==> config.mk <==
export PLATFORM = sky130hd
export DESIGN_NAME = touch_packet_assembler_queue_flat
export DESIGN_NICKNAME = d
export VERILOG_FILES = /design/src/hdl/tpaq_pkg.sv /design/src/hdl/tpaq_in_if.sv /design/src/hdl/tpaq_out_if.sv /design/src/hdl/tpaq_ram.sv /design/src/hdl/tpaq_assembler.sv /design/src/hdl/tpaq_queue.sv /design/src/hdl/touch_packet_assembler_queue.sv /design/src/flat_wrapper.sv
export VERILOG_INCLUDE_DIRS = /design/src /design/src/hdl
export SDC_FILE = /design/constraint.sdc
export NUM_CORES = 1
export LEC_CHECK = 0
export ABC_AREA = 1
export BUFFER_PORTS_ARGS = -buffer_cell sky130_fd_sc_hd__buf_2
export CAP_MARGIN = 15
export CORE_MARGIN = 1
export CORE_UTILIZATION = 57
export CTS_BUF_LIST = sky130_fd_sc_hd__clkbuf_4 sky130_fd_sc_hd__clkbuf_8
export DETAILED_ROUTE_END_ITERATION = 8
export MAX_ROUTING_LAYER = met4
export PLACE_DENSITY_LB_ADDON = 0.08
export SYNTH_ARGS = -nofsm -noshare
export SYNTH_HDL_FRONTEND = slang
export SYNTH_SLANG_ARGS = --single-unit
==> constraint.sdc <==
create_clock -name clk_i -period 8.6 [get_ports clk_i]
set_input_delay 0.86 -clock clk_i [delete_from_list [all_inputs] [get_ports clk_i]]
set_output_delay 0.86 -clock clk_i [all_outputs]
set_load 0.05 [all_outputs]
==> src/hdl/assert_macros.svh <==
// Assertion macros shared by the RTL of the touch packet queue.
// Included by each module that checks its own logic; no other dependencies.
`ifndef ASSERT_MACROS_SVH
`define ASSERT_MACROS_SVH

// Property that must hold at every clock edge outside reset.
`define TPAQ_ASSERT(label, clk, rst_n, prop, msg) \
  label: assert property (@(posedge clk) disable iff (!rst_n) (prop)) else $error(msg);

// Condition that must never be seen at a clock edge outside reset.
`define TPAQ_NEVER(label, clk, rst_n, cond, msg) \
  label: assert property (@(posedge clk) disable iff (!rst_n) !(cond)) else $error(msg);

`endif

==> src/hdl/tpaq_pkg.sv <==
// Types, codes and constants of the touch packet assembler and sample queue.
// No dependencies; used by every file of the block but tpaq_ram and assert_macros.svh.
package tpaq_pkg;

  localparam int COORD_W         = 10;
  localparam int TIME_W          = 48;
  localparam int DROP_W          = 16;
  localparam int LEVEL_W         = 2;
  localparam int QUEUE_DEPTH_DEF = 4;

  localparam logic [7:0]         SYNC_BYTE = 8'hFF;
  localparam logic [COORD_W-1:0] PENUP_X   = 10'd1019;
  localparam logic [COORD_W-1:0] PENUP_Y   = 10'd0;

  // Item commands.
  localparam logic CMD_BYTE = 1'b0;
  localparam logic CMD_READ = 1'b1;

  // Result status codes.
  typedef enum logic [2:0] {
    ST_MID     = 3'd0,
    ST_DISCARD = 3'd1,
    ST_QUEUED  = 3'd2,
    ST_FIRST   = 3'd3,
    ST_DROPPED = 3'd4,
    ST_READ_OK = 3'd5,
    ST_EMPTY   = 3'd6
  } status_e;

  // Byte position within a packet.
  typedef enum logic [4:0] {
    POS_SYNC = 5'b00001,
    POS_XLO  = 5'b00010,
    POS_XHI  = 5'b00100,
    POS_YLO  = 5'b01000,
    POS_YHI  = 5'b10000
  } pos_e;

  // One queued sample, as stored in the queue memory.
  typedef struct packed {
    logic [TIME_W-1:0]  stamp;
    logic               pressed;
    logic [COORD_W-1:0] y;
    logic [COORD_W-1:0] x;
  } touch_smp_t;

  // Outcome of one serial byte, handed from the assembler to the queue.
  typedef struct packed {
    status_e    status;
    logic       push;
    touch_smp_t sample;
  } asm_evt_t;

endpackage

==> src/hdl/tpaq_in_if.sv <==
// Input channel of the touch packet queue: command, serial byte and time.
// Depends on tpaq_pkg for the field widths.
interface tpaq_in_if;
  logic                       valid;
  logic                       ready;
  logic                       command;
  logic [7:0]                 data_byte;
  logic [tpaq_pkg::TIME_W-1:0] timestamp;

  modport source (output valid, output command, output data_byte, output timestamp,
                  input ready);
  modport sink   (input valid, input command, input data_byte, input timestamp,
                  output ready);
endinterface

==> src/hdl/tpaq_out_if.sv <==
// Result channel of the touch packet queue: status, sample read and counters.
// Depends on tpaq_pkg for the field widths.
interface tpaq_out_if;
  logic                         valid;
  logic                         ready;
  logic [2:0]                   status;
  logic [tpaq_pkg::COORD_W-1:0] sample_x;
  logic [tpaq_pkg::COORD_W-1:0] sample_y;
  logic                         sample_pressed;
  logic [tpaq_pkg::TIME_W-1:0]  sample_time;
  logic [tpaq_pkg::DROP_W-1:0]  drop_total;
  logic [tpaq_pkg::LEVEL_W-1:0] queue_level;

  modport source (output valid, output status, output sample_x, output sample_y,
                  output sample_pressed, output sample_time, output drop_total,
                  output queue_level, input ready);
  modport sink   (input valid, input status, input sample_x, input sample_y,
                  input sample_pressed, input sample_time, input drop_total,
                  input queue_level, output ready);
endinterface

==> src/hdl/tpaq_ram.sv <==
// Generic simple dual-port RAM: one write port, one read port, registered read.
// No dependencies.
module tpaq_ram #(
  parameter int WIDTH = 8,
  parameter int DEPTH = 4
) (
  input  logic                     clk_i,
  input  logic                     we_i,
  input  logic [$clog2(DEPTH)-1:0] waddr_i,
  input  logic [WIDTH-1:0]         wdata_i,
  input  logic                     re_i,
  input  logic [$clog2(DEPTH)-1:0] raddr_i,
  output logic [WIDTH-1:0]         rdata_o
);

  logic [WIDTH-1:0] mem_q [DEPTH];
  logic [WIDTH-1:0] rdata_q;

  // Write port.
  always_ff @(posedge clk_i) begin
    if (we_i) begin
      mem_q[waddr_i] <= wdata_i;
    end
  end

  // Read port; the data holds until the next read.
  always_ff @(posedge clk_i) begin
    if (re_i) begin
      rdata_q <= mem_q[raddr_i];
    end
  end

  assign rdata_o = rdata_q;

endmodule

==> src/hdl/tpaq_assembler.sv <==
// Packet assembler: byte position, packet under assembly and the held sample.
// Depends on tpaq_pkg and assert_macros.svh.
`include "assert_macros.svh"

module tpaq_assembler (
  input  logic                        clk_i,
  input  logic                        rst_ni,
  input  logic                        byte_acc_i,
  input  logic [7:0]                  data_byte_i,
  input  logic [tpaq_pkg::TIME_W-1:0] timestamp_i,
  output tpaq_pkg::asm_evt_t          evt_o
);

  tpaq_pkg::pos_e                     pos_d, pos_q;
  logic                               have_prev_d, have_prev_q;
  logic [tpaq_pkg::COORD_W-1:0]       cur_x_d, cur_x_q;
  logic [tpaq_pkg::COORD_W-1:0]       cur_y_d, cur_y_q;
  logic [tpaq_pkg::TIME_W-1:0]        cur_time_d, cur_time_q;
  tpaq_pkg::touch_smp_t               prev_d, prev_q;
  logic [tpaq_pkg::COORD_W-1:0]       y_full;
  logic                               penup;

  // The Y coordinate completes with the last byte of a packet.
  assign y_full = {data_byte_i, cur_y_q[1:0]};
  assign penup  = (cur_x_q == tpaq_pkg::PENUP_X) && (y_full == tpaq_pkg::PENUP_Y);

  // Byte decoding and the hold-back of one sample.
  always_comb begin
    pos_d         = pos_q;
    have_prev_d   = have_prev_q;
    cur_x_d       = cur_x_q;
    cur_y_d       = cur_y_q;
    cur_time_d    = cur_time_q;
    prev_d        = prev_q;
    evt_o.status  = tpaq_pkg::ST_MID;
    evt_o.push    = 1'b0;
    evt_o.sample  = prev_q;
    unique case (pos_q)
      tpaq_pkg::POS_SYNC: begin
        if (data_byte_i != tpaq_pkg::SYNC_BYTE) begin
          evt_o.status = tpaq_pkg::ST_DISCARD;
        end else begin
          cur_time_d = timestamp_i;
          cur_x_d    = '0;
          cur_y_d    = '0;
          pos_d      = tpaq_pkg::POS_XLO;
        end
      end
      tpaq_pkg::POS_XLO: begin
        cur_x_d = {8'd0, data_byte_i[7:6]};
        pos_d   = tpaq_pkg::POS_XHI;
      end
      tpaq_pkg::POS_XHI: begin
        cur_x_d = {data_byte_i, cur_x_q[1:0]};
        pos_d   = tpaq_pkg::POS_YLO;
      end
      tpaq_pkg::POS_YLO: begin
        cur_y_d = {8'd0, data_byte_i[7:6]};
        pos_d   = tpaq_pkg::POS_YHI;
      end
      tpaq_pkg::POS_YHI: begin
        cur_y_d = y_full;
        pos_d   = tpaq_pkg::POS_SYNC;
        if (!have_prev_q) begin
          // The very first packet is only held, always as pen down.
          prev_d       = '{stamp: cur_time_q, pressed: 1'b1, y: y_full, x: cur_x_q};
          have_prev_d  = 1'b1;
          evt_o.status = tpaq_pkg::ST_FIRST;
        end else begin
          // A pen-up packet releases the held sample but keeps it held.
          evt_o.status         = tpaq_pkg::ST_QUEUED;
          evt_o.push           = 1'b1;
          evt_o.sample.pressed = prev_q.pressed & ~penup;
          if (penup) begin
            prev_d.pressed = 1'b0;
          end else begin
            prev_d = '{stamp: cur_time_q, pressed: 1'b1, y: y_full, x: cur_x_q};
          end
        end
      end
      default: begin
        pos_d = tpaq_pkg::POS_SYNC;
      end
    endcase
  end

  // Control state.
  always_ff @(posedge clk_i or negedge rst_ni) begin
    if (!rst_ni) begin
      pos_q       <= tpaq_pkg::POS_SYNC;
      have_prev_q <= 1'b0;
    end else if (byte_acc_i) begin
      pos_q       <= pos_d;
      have_prev_q <= have_prev_d;
    end
  end

  // Packet and held sample payload.
  always_ff @(posedge clk_i) begin
    if (byte_acc_i) begin
      cur_x_q    <= cur_x_d;
      cur_y_q    <= cur_y_d;
      cur_time_q <= cur_time_d;
      prev_q     <= prev_d;
    end
  end

  `TPAQ_NEVER(a_push_without_held, clk_i, rst_ni, evt_o.push && !have_prev_q,
              "push requested with no held sample")
  `TPAQ_ASSERT(a_first_sets_held, clk_i, rst_ni,
               (byte_acc_i && evt_o.status == tpaq_pkg::ST_FIRST) |=>
               (have_prev_q && pos_q == tpaq_pkg::POS_SYNC),
               "first packet did not leave a held sample")
  `TPAQ_ASSERT(a_pos_onehot, clk_i, rst_ni, $onehot(pos_q),
               "byte position is not one-hot")

endmodule

==> src/hdl/tpaq_queue.sv <==
// Sample queue: ring pointers, drop counter, queue memory and the result stages.
// Depends on tpaq_pkg, tpaq_ram and assert_macros.svh.
`include "assert_macros.svh"

module tpaq_queue #(
  parameter int QUEUE_DEPTH = tpaq_pkg::QUEUE_DEPTH_DEF
) (
  input  logic                         clk_i,
  input  logic                         rst_ni,
  input  logic                         in_valid_i,
  input  logic                         command_i,
  output logic                         in_ready_o,
  input  tpaq_pkg::asm_evt_t           evt_i,
  output logic                         out_valid_o,
  input  logic                         out_ready_i,
  output logic [2:0]                   status_o,
  output tpaq_pkg::touch_smp_t         sample_o,
  output logic [tpaq_pkg::DROP_W-1:0]  drop_total_o,
  output logic [tpaq_pkg::LEVEL_W-1:0] queue_level_o
);

  localparam int PTR_W = $clog2(QUEUE_DEPTH);
  localparam int SMP_W = $bits(tpaq_pkg::touch_smp_t);

  logic                        accept, adv;
  logic [PTR_W-1:0]            wp_d, wp_q, rp_d, rp_q, wp_next, rp_next;
  logic                        empty, full;
  logic [tpaq_pkg::DROP_W-1:0] drop_d, drop_q;
  logic [PTR_W:0]              level;
  logic                        ram_we, ram_re;
  logic [SMP_W-1:0]            ram_rdata;
  tpaq_pkg::status_e           status_s0;

  logic                         s1_v_q;
  tpaq_pkg::status_e            s1_status_q;
  logic [tpaq_pkg::DROP_W-1:0]  s1_drop_q;
  logic [tpaq_pkg::LEVEL_W-1:0] s1_level_q;

  logic                         out_v_q;
  tpaq_pkg::status_e            out_status_q;
  tpaq_pkg::touch_smp_t         out_sample_q;
  logic [tpaq_pkg::DROP_W-1:0]  out_drop_q;
  logic [tpaq_pkg::LEVEL_W-1:0] out_level_q;

  // Stage one may be refilled whenever the output register can take its item.
  assign adv        = !out_v_q || out_ready_i;
  assign in_ready_o = !s1_v_q || adv;
  assign accept     = in_valid_i && in_ready_o;

  // Ring pointers.
  assign wp_next = (wp_q == PTR_W'(QUEUE_DEPTH - 1)) ? '0 : wp_q + 1'b1;
  assign rp_next = (rp_q == PTR_W'(QUEUE_DEPTH - 1)) ? '0 : rp_q + 1'b1;
  assign empty   = (wp_q == rp_q);
  assign full    = (wp_next == rp_q);

  // Queue decision for the item being accepted. A read and a write never come
  // from the same item, and a read only reaches entries written in earlier
  // cycles, so the memory needs no forwarding path.
  always_comb begin
    wp_d      = wp_q;
    rp_d      = rp_q;
    drop_d    = drop_q;
    ram_we    = 1'b0;
    ram_re    = 1'b0;
    status_s0 = evt_i.status;
    if (command_i == tpaq_pkg::CMD_READ) begin
      if (empty) begin
        status_s0 = tpaq_pkg::ST_EMPTY;
      end else begin
        status_s0 = tpaq_pkg::ST_READ_OK;
        ram_re    = accept;
        rp_d      = rp_next;
      end
    end else if (evt_i.push) begin
      if (full) begin
        status_s0 = tpaq_pkg::ST_DROPPED;
        if (drop_q != '1) begin
          drop_d = drop_q + 1'b1;
        end
      end else begin
        ram_we = accept;
        wp_d   = wp_next;
      end
    end
  end

  // Entries waiting once this item is done.
  always_comb begin
    if (wp_d >= rp_d) begin
      level = {1'b0, wp_d} - {1'b0, rp_d};
    end else begin
      level = {1'b0, wp_d} + (PTR_W + 1)'(QUEUE_DEPTH) - {1'b0, rp_d};
    end
  end

  tpaq_ram #(
    .WIDTH (SMP_W),
    .DEPTH (QUEUE_DEPTH)
  ) u_ram (
    .clk_i   (clk_i),
    .we_i    (ram_we),
    .waddr_i (wp_q),
    .wdata_i (evt_i.sample),
    .re_i    (ram_re),
    .raddr_i (rp_q),
    .rdata_o (ram_rdata)
  );

  // Pointer and counter state.
  always_ff @(posedge clk_i or negedge rst_ni) begin
    if (!rst_ni) begin
      wp_q   <= '0;
      rp_q   <= '0;
      drop_q <= '0;
    end else if (accept) begin
      wp_q   <= wp_d;
      rp_q   <= rp_d;
      drop_q <= drop_d;
    end
  end

  // Stage one waits for the memory read; the output register holds the result.
  always_ff @(posedge clk_i or negedge rst_ni) begin
    if (!rst_ni) begin
      s1_v_q  <= 1'b0;
      out_v_q <= 1'b0;
    end else begin
      if (accept) begin
        s1_v_q <= 1'b1;
      end else if (adv) begin
        s1_v_q <= 1'b0;
      end
      if (adv) begin
        out_v_q <= s1_v_q;
      end
    end
  end

  always_ff @(posedge clk_i) begin
    if (accept) begin
      s1_status_q <= status_s0;
      s1_drop_q   <= drop_d;
      s1_level_q  <= level[tpaq_pkg::LEVEL_W-1:0];
    end
    if (adv && s1_v_q) begin
      out_status_q <= s1_status_q;
      out_drop_q   <= s1_drop_q;
      out_level_q  <= s1_level_q;
      if (s1_status_q == tpaq_pkg::ST_READ_OK) begin
        out_sample_q <= tpaq_pkg::touch_smp_t'(ram_rdata);
      end else begin
        out_sample_q <= '0;
      end
    end
  end

  assign out_valid_o   = out_v_q;
  assign status_o      = out_status_q;
  assign sample_o      = out_sample_q;
  assign drop_total_o  = out_drop_q;
  assign queue_level_o = out_level_q;

  `TPAQ_NEVER(a_write_when_full, clk_i, rst_ni, ram_we && full,
              "queue memory written while the ring is full")
  `TPAQ_ASSERT(a_drop_monotonic, clk_i, rst_ni, $past(drop_q) <= drop_q,
               "drop counter went backwards")
  `TPAQ_ASSERT(a_out_held, clk_i, rst_ni, (out_v_q && !out_ready_i) |=> out_v_q,
               "stalled result was withdrawn")

endmodule

==> src/hdl/touch_packet_assembler_queue.sv <==
// Top level of the touch packet assembler with its sample queue.
// Depends on tpaq_pkg, tpaq_in_if, tpaq_out_if, tpaq_assembler and tpaq_queue.
//
//   channel | direction | carries
//   in_i    | sink      | command, data_byte, timestamp
//   out_o   | source    | status, sample fields, drop_total, queue_level
//
// One item is taken every cycle while results are drained; each gives one result.
// A result passes through stage one, which waits for the queue memory read, and
// then through the output register.
// Reset clears the byte position, held-sample flag, ring pointers and drop count;
// the queue memory is not cleared, as only written entries are ever read.
// A stalled output holds its result; input stalls only once both stages are full.
module touch_packet_assembler_queue #(
  parameter int QUEUE_DEPTH = tpaq_pkg::QUEUE_DEPTH_DEF
) (
  input  logic       clk_i,
  input  logic       rst_ni,
  tpaq_in_if.sink    in_i,
  tpaq_out_if.source out_o
);

  logic                 in_acc, byte_acc;
  tpaq_pkg::asm_evt_t   evt;
  tpaq_pkg::touch_smp_t sample;

  // Serial bytes advance the assembler only when taken.
  assign in_acc   = in_i.valid && in_i.ready;
  assign byte_acc = in_acc && (in_i.command == tpaq_pkg::CMD_BYTE);

  tpaq_assembler u_asm (
    .clk_i       (clk_i),
    .rst_ni      (rst_ni),
    .byte_acc_i  (byte_acc),
    .data_byte_i (in_i.data_byte),
    .timestamp_i (in_i.timestamp),
    .evt_o       (evt)
  );

  tpaq_queue #(
    .QUEUE_DEPTH (QUEUE_DEPTH)
  ) u_queue (
    .clk_i         (clk_i),
    .rst_ni        (rst_ni),
    .in_valid_i    (in_i.valid),
    .command_i     (in_i.command),
    .in_ready_o    (in_i.ready),
    .evt_i         (evt),
    .out_valid_o   (out_o.valid),
    .out_ready_i   (out_o.ready),
    .status_o      (out_o.status),
    .sample_o      (sample),
    .drop_total_o  (out_o.drop_total),
    .queue_level_o (out_o.queue_level)
  );

  // Unpack the sample read onto the result fields.
  assign out_o.sample_x       = sample.x;
  assign out_o.sample_y       = sample.y;
  assign out_o.sample_pressed = sample.pressed;
  assign out_o.sample_time    = sample.stamp;

endmodule

==> src/flat_wrapper.sv <==
// flat-port wrapper written by rule: the top's interface ports become plain ports
module touch_packet_assembler_queue_flat 
#(
  parameter int QUEUE_DEPTH = tpaq_pkg::QUEUE_DEPTH_DEF
)
  (clk_i, rst_ni, in_i_valid, in_i_command, in_i_data_byte, in_i_timestamp, in_i_ready, out_o_valid, out_o_status, out_o_sample_x, out_o_sample_y, out_o_sample_pressed, out_o_sample_time, out_o_drop_total, out_o_queue_level, out_o_ready);
  tpaq_in_if in_i_i ();
  tpaq_out_if out_o_i ();
  input  logic clk_i;
  input  logic rst_ni;
  input wire logic [$bits(in_i_i.valid)-1:0] in_i_valid;
  input wire logic [$bits(in_i_i.command)-1:0] in_i_command;
  input wire logic [$bits(in_i_i.data_byte)-1:0] in_i_data_byte;
  input wire logic [$bits(in_i_i.timestamp)-1:0] in_i_timestamp;
  output wire logic [$bits(in_i_i.ready)-1:0] in_i_ready;
  output wire logic [$bits(out_o_i.valid)-1:0] out_o_valid;
  output wire logic [$bits(out_o_i.status)-1:0] out_o_status;
  output wire logic [$bits(out_o_i.sample_x)-1:0] out_o_sample_x;
  output wire logic [$bits(out_o_i.sample_y)-1:0] out_o_sample_y;
  output wire logic [$bits(out_o_i.sample_pressed)-1:0] out_o_sample_pressed;
  output wire logic [$bits(out_o_i.sample_time)-1:0] out_o_sample_time;
  output wire logic [$bits(out_o_i.drop_total)-1:0] out_o_drop_total;
  output wire logic [$bits(out_o_i.queue_level)-1:0] out_o_queue_level;
  input wire logic [$bits(out_o_i.ready)-1:0] out_o_ready;
  assign in_i_i.valid = in_i_valid;
  assign in_i_i.command = in_i_command;
  assign in_i_i.data_byte = in_i_data_byte;
  assign in_i_i.timestamp = in_i_timestamp;
  assign in_i_ready = in_i_i.ready;
  assign out_o_valid = out_o_i.valid;
  assign out_o_status = out_o_i.status;
  assign out_o_sample_x = out_o_i.sample_x;
  assign out_o_sample_y = out_o_i.sample_y;
  assign out_o_sample_pressed = out_o_i.sample_pressed;
  assign out_o_sample_time = out_o_i.sample_time;
  assign out_o_drop_total = out_o_i.drop_total;
  assign out_o_queue_level = out_o_i.queue_level;
  assign out_o_i.ready = out_o_ready;
  touch_packet_assembler_queue #(.QUEUE_DEPTH(QUEUE_DEPTH)) u_core (.clk_i(clk_i), .rst_ni(rst_ni), .in_i(in_i_i), .out_o(out_o_i));
endmodule
==> impl_metrics.toml <==
[worst_setup_path]
cp_cell_sequence = "inv_4 -> nand2_1 -> nand2_2 -> inv_2 -> nand2_4 -> nand3_2 -> nor2_1 -> inv_2 -> nor2_4 -> buf_4"
start_kind = "flip-flop"
crit_buf_inv = 4
slowest_stage = "dfrtp_4"
critical-path-top-delay-family = "buffers and inverters"
critPathMaxStageDelay_ps = 790
crit_path_end_kind = "flip-flop"
worstPathMaxFanout = 82
cpMostUsedCell = "inv_2"
worstPathRequired_ps = 8830
arrival_ps = 3830
worstSetupPathType = "reg -> reg"

[drt]
drc = 0
dr.pass1.iters = 5
dr.first_iter.drc_count = 897
routed_wl_mm = 40.92
vias = 12088
viasPerCell = 5.272
routed_wire_length_per_instance_um = 17.85
ant_nets = 0

[logic_synthesis]
synth_area_leaders = "edfxtp_1, nor2_1, o21ai_0"
syn_nets = 1567
ys_seq_area_share_pct = 81.90
yosysWarnings = 0
synth_commonest_cells = "edfxtp_1, nor2_1, o21ai_0, inv_1, nand2_1"
synthMuxAreaShare_pct = 0
ys.flop_type = "edfxtp_1"
synth_top_family_by_area = "simple AND/OR/NAND/NOR gates"
syn_avg_cell_area_um2 = 14.87
synth_top_cell_area_share_pct = 78.75
synth_fa_ha_area_share_pct = 0.3365
synth_cell_types = 35
synth_compound_area_share_pct = 5.632
yosysTopAreaCell = "edfxtp_1"
syn_area_um2 = 22310
synth.ff_latch_count = 613
synth_simple_gate_area_share_pct = 8.739
synthCells = 1500
synth_edf_count = 585
synth.most_common_cell = "edfxtp_1"
synth_xor_area_share_pct = 0
synthArstFlopShare_pct = 4.568

[power_and_ir_drop]
p_leak_nw = 9.368
power_density_nw_per_um2 = 287.0
irDropWorstVdd_uv = 199.5

[global_routing]
overflow = 0
grt_usage_pct = 21.64
gr-usage-met3_pct = 3.948
grt_pass1_wl_mm = 63.06
grt_max_degree = 107
grt_pass1_vias = 11844
gr-usage-met2_pct = 34.65
grtUsageMet1_pct = 28.47
grt_busiest_layer = "met2"
antenna_found_initial = 0

[floorplanning]
fp.dieW_um = 199.8
pin_count = 153
placementRows = 72
core_area_um2 = 38650
start_util_pct = 57.72
die_h_um = 199.8
die-area_um2 = 39930

[place]
gp_routability_congestion = 0.8476
post-dp-hpwl_mm = 22.33
numPortBuffers = 152
dp.cells = 2129

[sta]
timing.fmax_ghz = 0.2779
clock_skew_ps = 28.57
finalSetupViolCount = 0
timing.setup.tns_ps = 0
max-slew-margin-rel_pct = 26.45
slew_violations = 0
min_period_ps = 3598
finalHoldViolations = 0
tightest_slew_ps = 1103
rsz0062_at_grt = "no"
post-route-period-util_pct = 41.84

[job]
cap_violations = 0

[clocking]
ctsResizeCount = 0
htreeDepth = 3
cts_inserted_buffers = 94
path_clk_slew_ps = 70
clockBufferDepth = 3
clk_latency_ps = 640
clock-root-buffer = "clkbuf_8"
postCtsSetupBuffers = 0
hold_buffers = 0
cts.sinks = 613
cts_tree = "yes"

[min_path]
holdCritPathClass = "in -> async"

[finish]
nets = 1774
syn2layout_area_growth_pct = 14.11
layout.cells.non_filler = 2293
antenna_cells = 0
drive_above_1_share_pct = 19.32

[run_status]
outcome = "finished clean"
-- cells by family (layout without fill, tap and decap cells) --
logic type	Yosys count	in the layout
compound gates	232	232
buf+inv	195	470
simple gates	454	454
fa+ha+maj	6	6
flops	613	613
-- flip-flops by register name, indices dropped and copies added (netlist names), 2 cells and up --
register and count:
u_core.u_queue.u_ram.rdata_o 69, u_core.u_queue.s1_status_q 3, u_core.u_asm.pos_q 5, u_core.u_queue.s1_level_q 2, u_core.u_asm.cur_time_q 48, u_core.u_queue.drop_total_o 16, u_core.u_asm.cur_y_q 2, u_core.u_queue.status_o 3
u_core.u_queue.sample_o 69, u_core.u_queue.queue_level_o 2, u_core.u_queue.rp_q 2, u_core.u_asm.evt_o 68, u_core.u_queue.u_ram.mem_q 276, u_core.u_asm.cur_x_q 10, u_core.u_queue.drop_q 16, u_core.u_queue.wp_q 2
u_core.u_queue.s1_drop_q 16
-- through the flow --
stage	util, %	worst slack (ps)	hold WS, ps	power [W]	area [um^2]
detailed placement	61.22	5056	404.5	0.005069	23660
floorplan	-	2782	400.3	0.004704	22310
global route	65.86	4778	291.7	0.007668	25450
CTS	65.86	5027	233.0	0.007383	25450
global placement	61.22	5165	404.1	0.005038	23660
finish	65.86	5002	255.2	0.007304	25450
-- cell type report --
type | instances | area [um^2]
inverters | 138 | 524.3
well taps | 518 | 648.1
clock inverters | 33 | 195.2
flip-flops and latches | 613 | 18270
multi-input cells | 692 | 3334
fillers | 2766 | 13190
repair buffers | 168 | 880.8
clock buffers | 131 | 1597
-- layout by cell type, fill, tap and decap left out, drive strengths merged, types with 2 or more instances in the layout --
master and instances:
edfxtp 585, nor2 251, buf 168, o21ai 155, inv 135, clkbuf 131, nand2 126, o22ai 70
nand3 42, clkinv 32, dfrtp 27, nand4 19, and2 7, ha 6, a21oi 4, nor3 4
nor4 3, a21boi 2, clkinvlp 2, bufinv 2
-- metal layers --
layer  share of wire (%)  vias up
li1                    -     5797
met1                  45     5920
met2                  49      318
met3                 4.6       53
met4                 1.3        0
met5                   0        -
-- power breakdown --
part,total (W),leakage [nW],switching (W),internal (W)
clock network,0.00230,0.942,0.00105,0.00125
registers,0.00371,5.74,0.000146,0.00357
logic,0.00129,2.69,0.000943,0.000344
total,0.00730,9.37,0.00214,0.00516
-- final timing paths --
path                                              from                                 to  slack, ps  cells after the start
max                             u_core.u_queue.rp_q[0]  u_core.u_queue.u_ram.mem_q[0][48]       5000                     10
min                                             rst_ni          u_core.u_queue.drop_q[14]        260                      1
max reg2reg                     u_core.u_queue.rp_q[0]  u_core.u_queue.u_ram.mem_q[0][48]       5000                     10
min reg2reg                u_core.u_asm.cur_time_q[17]             u_core.u_asm.evt_o[38]        410                      0
max in group asynchronous                       rst_ni             u_core.u_queue.rp_q[1]       7830                      1
min in group clk_i                  in_i_timestamp[34]        u_core.u_asm.cur_time_q[34]        390                      1
No activity file was read; power rests on OpenSTA's default activity.
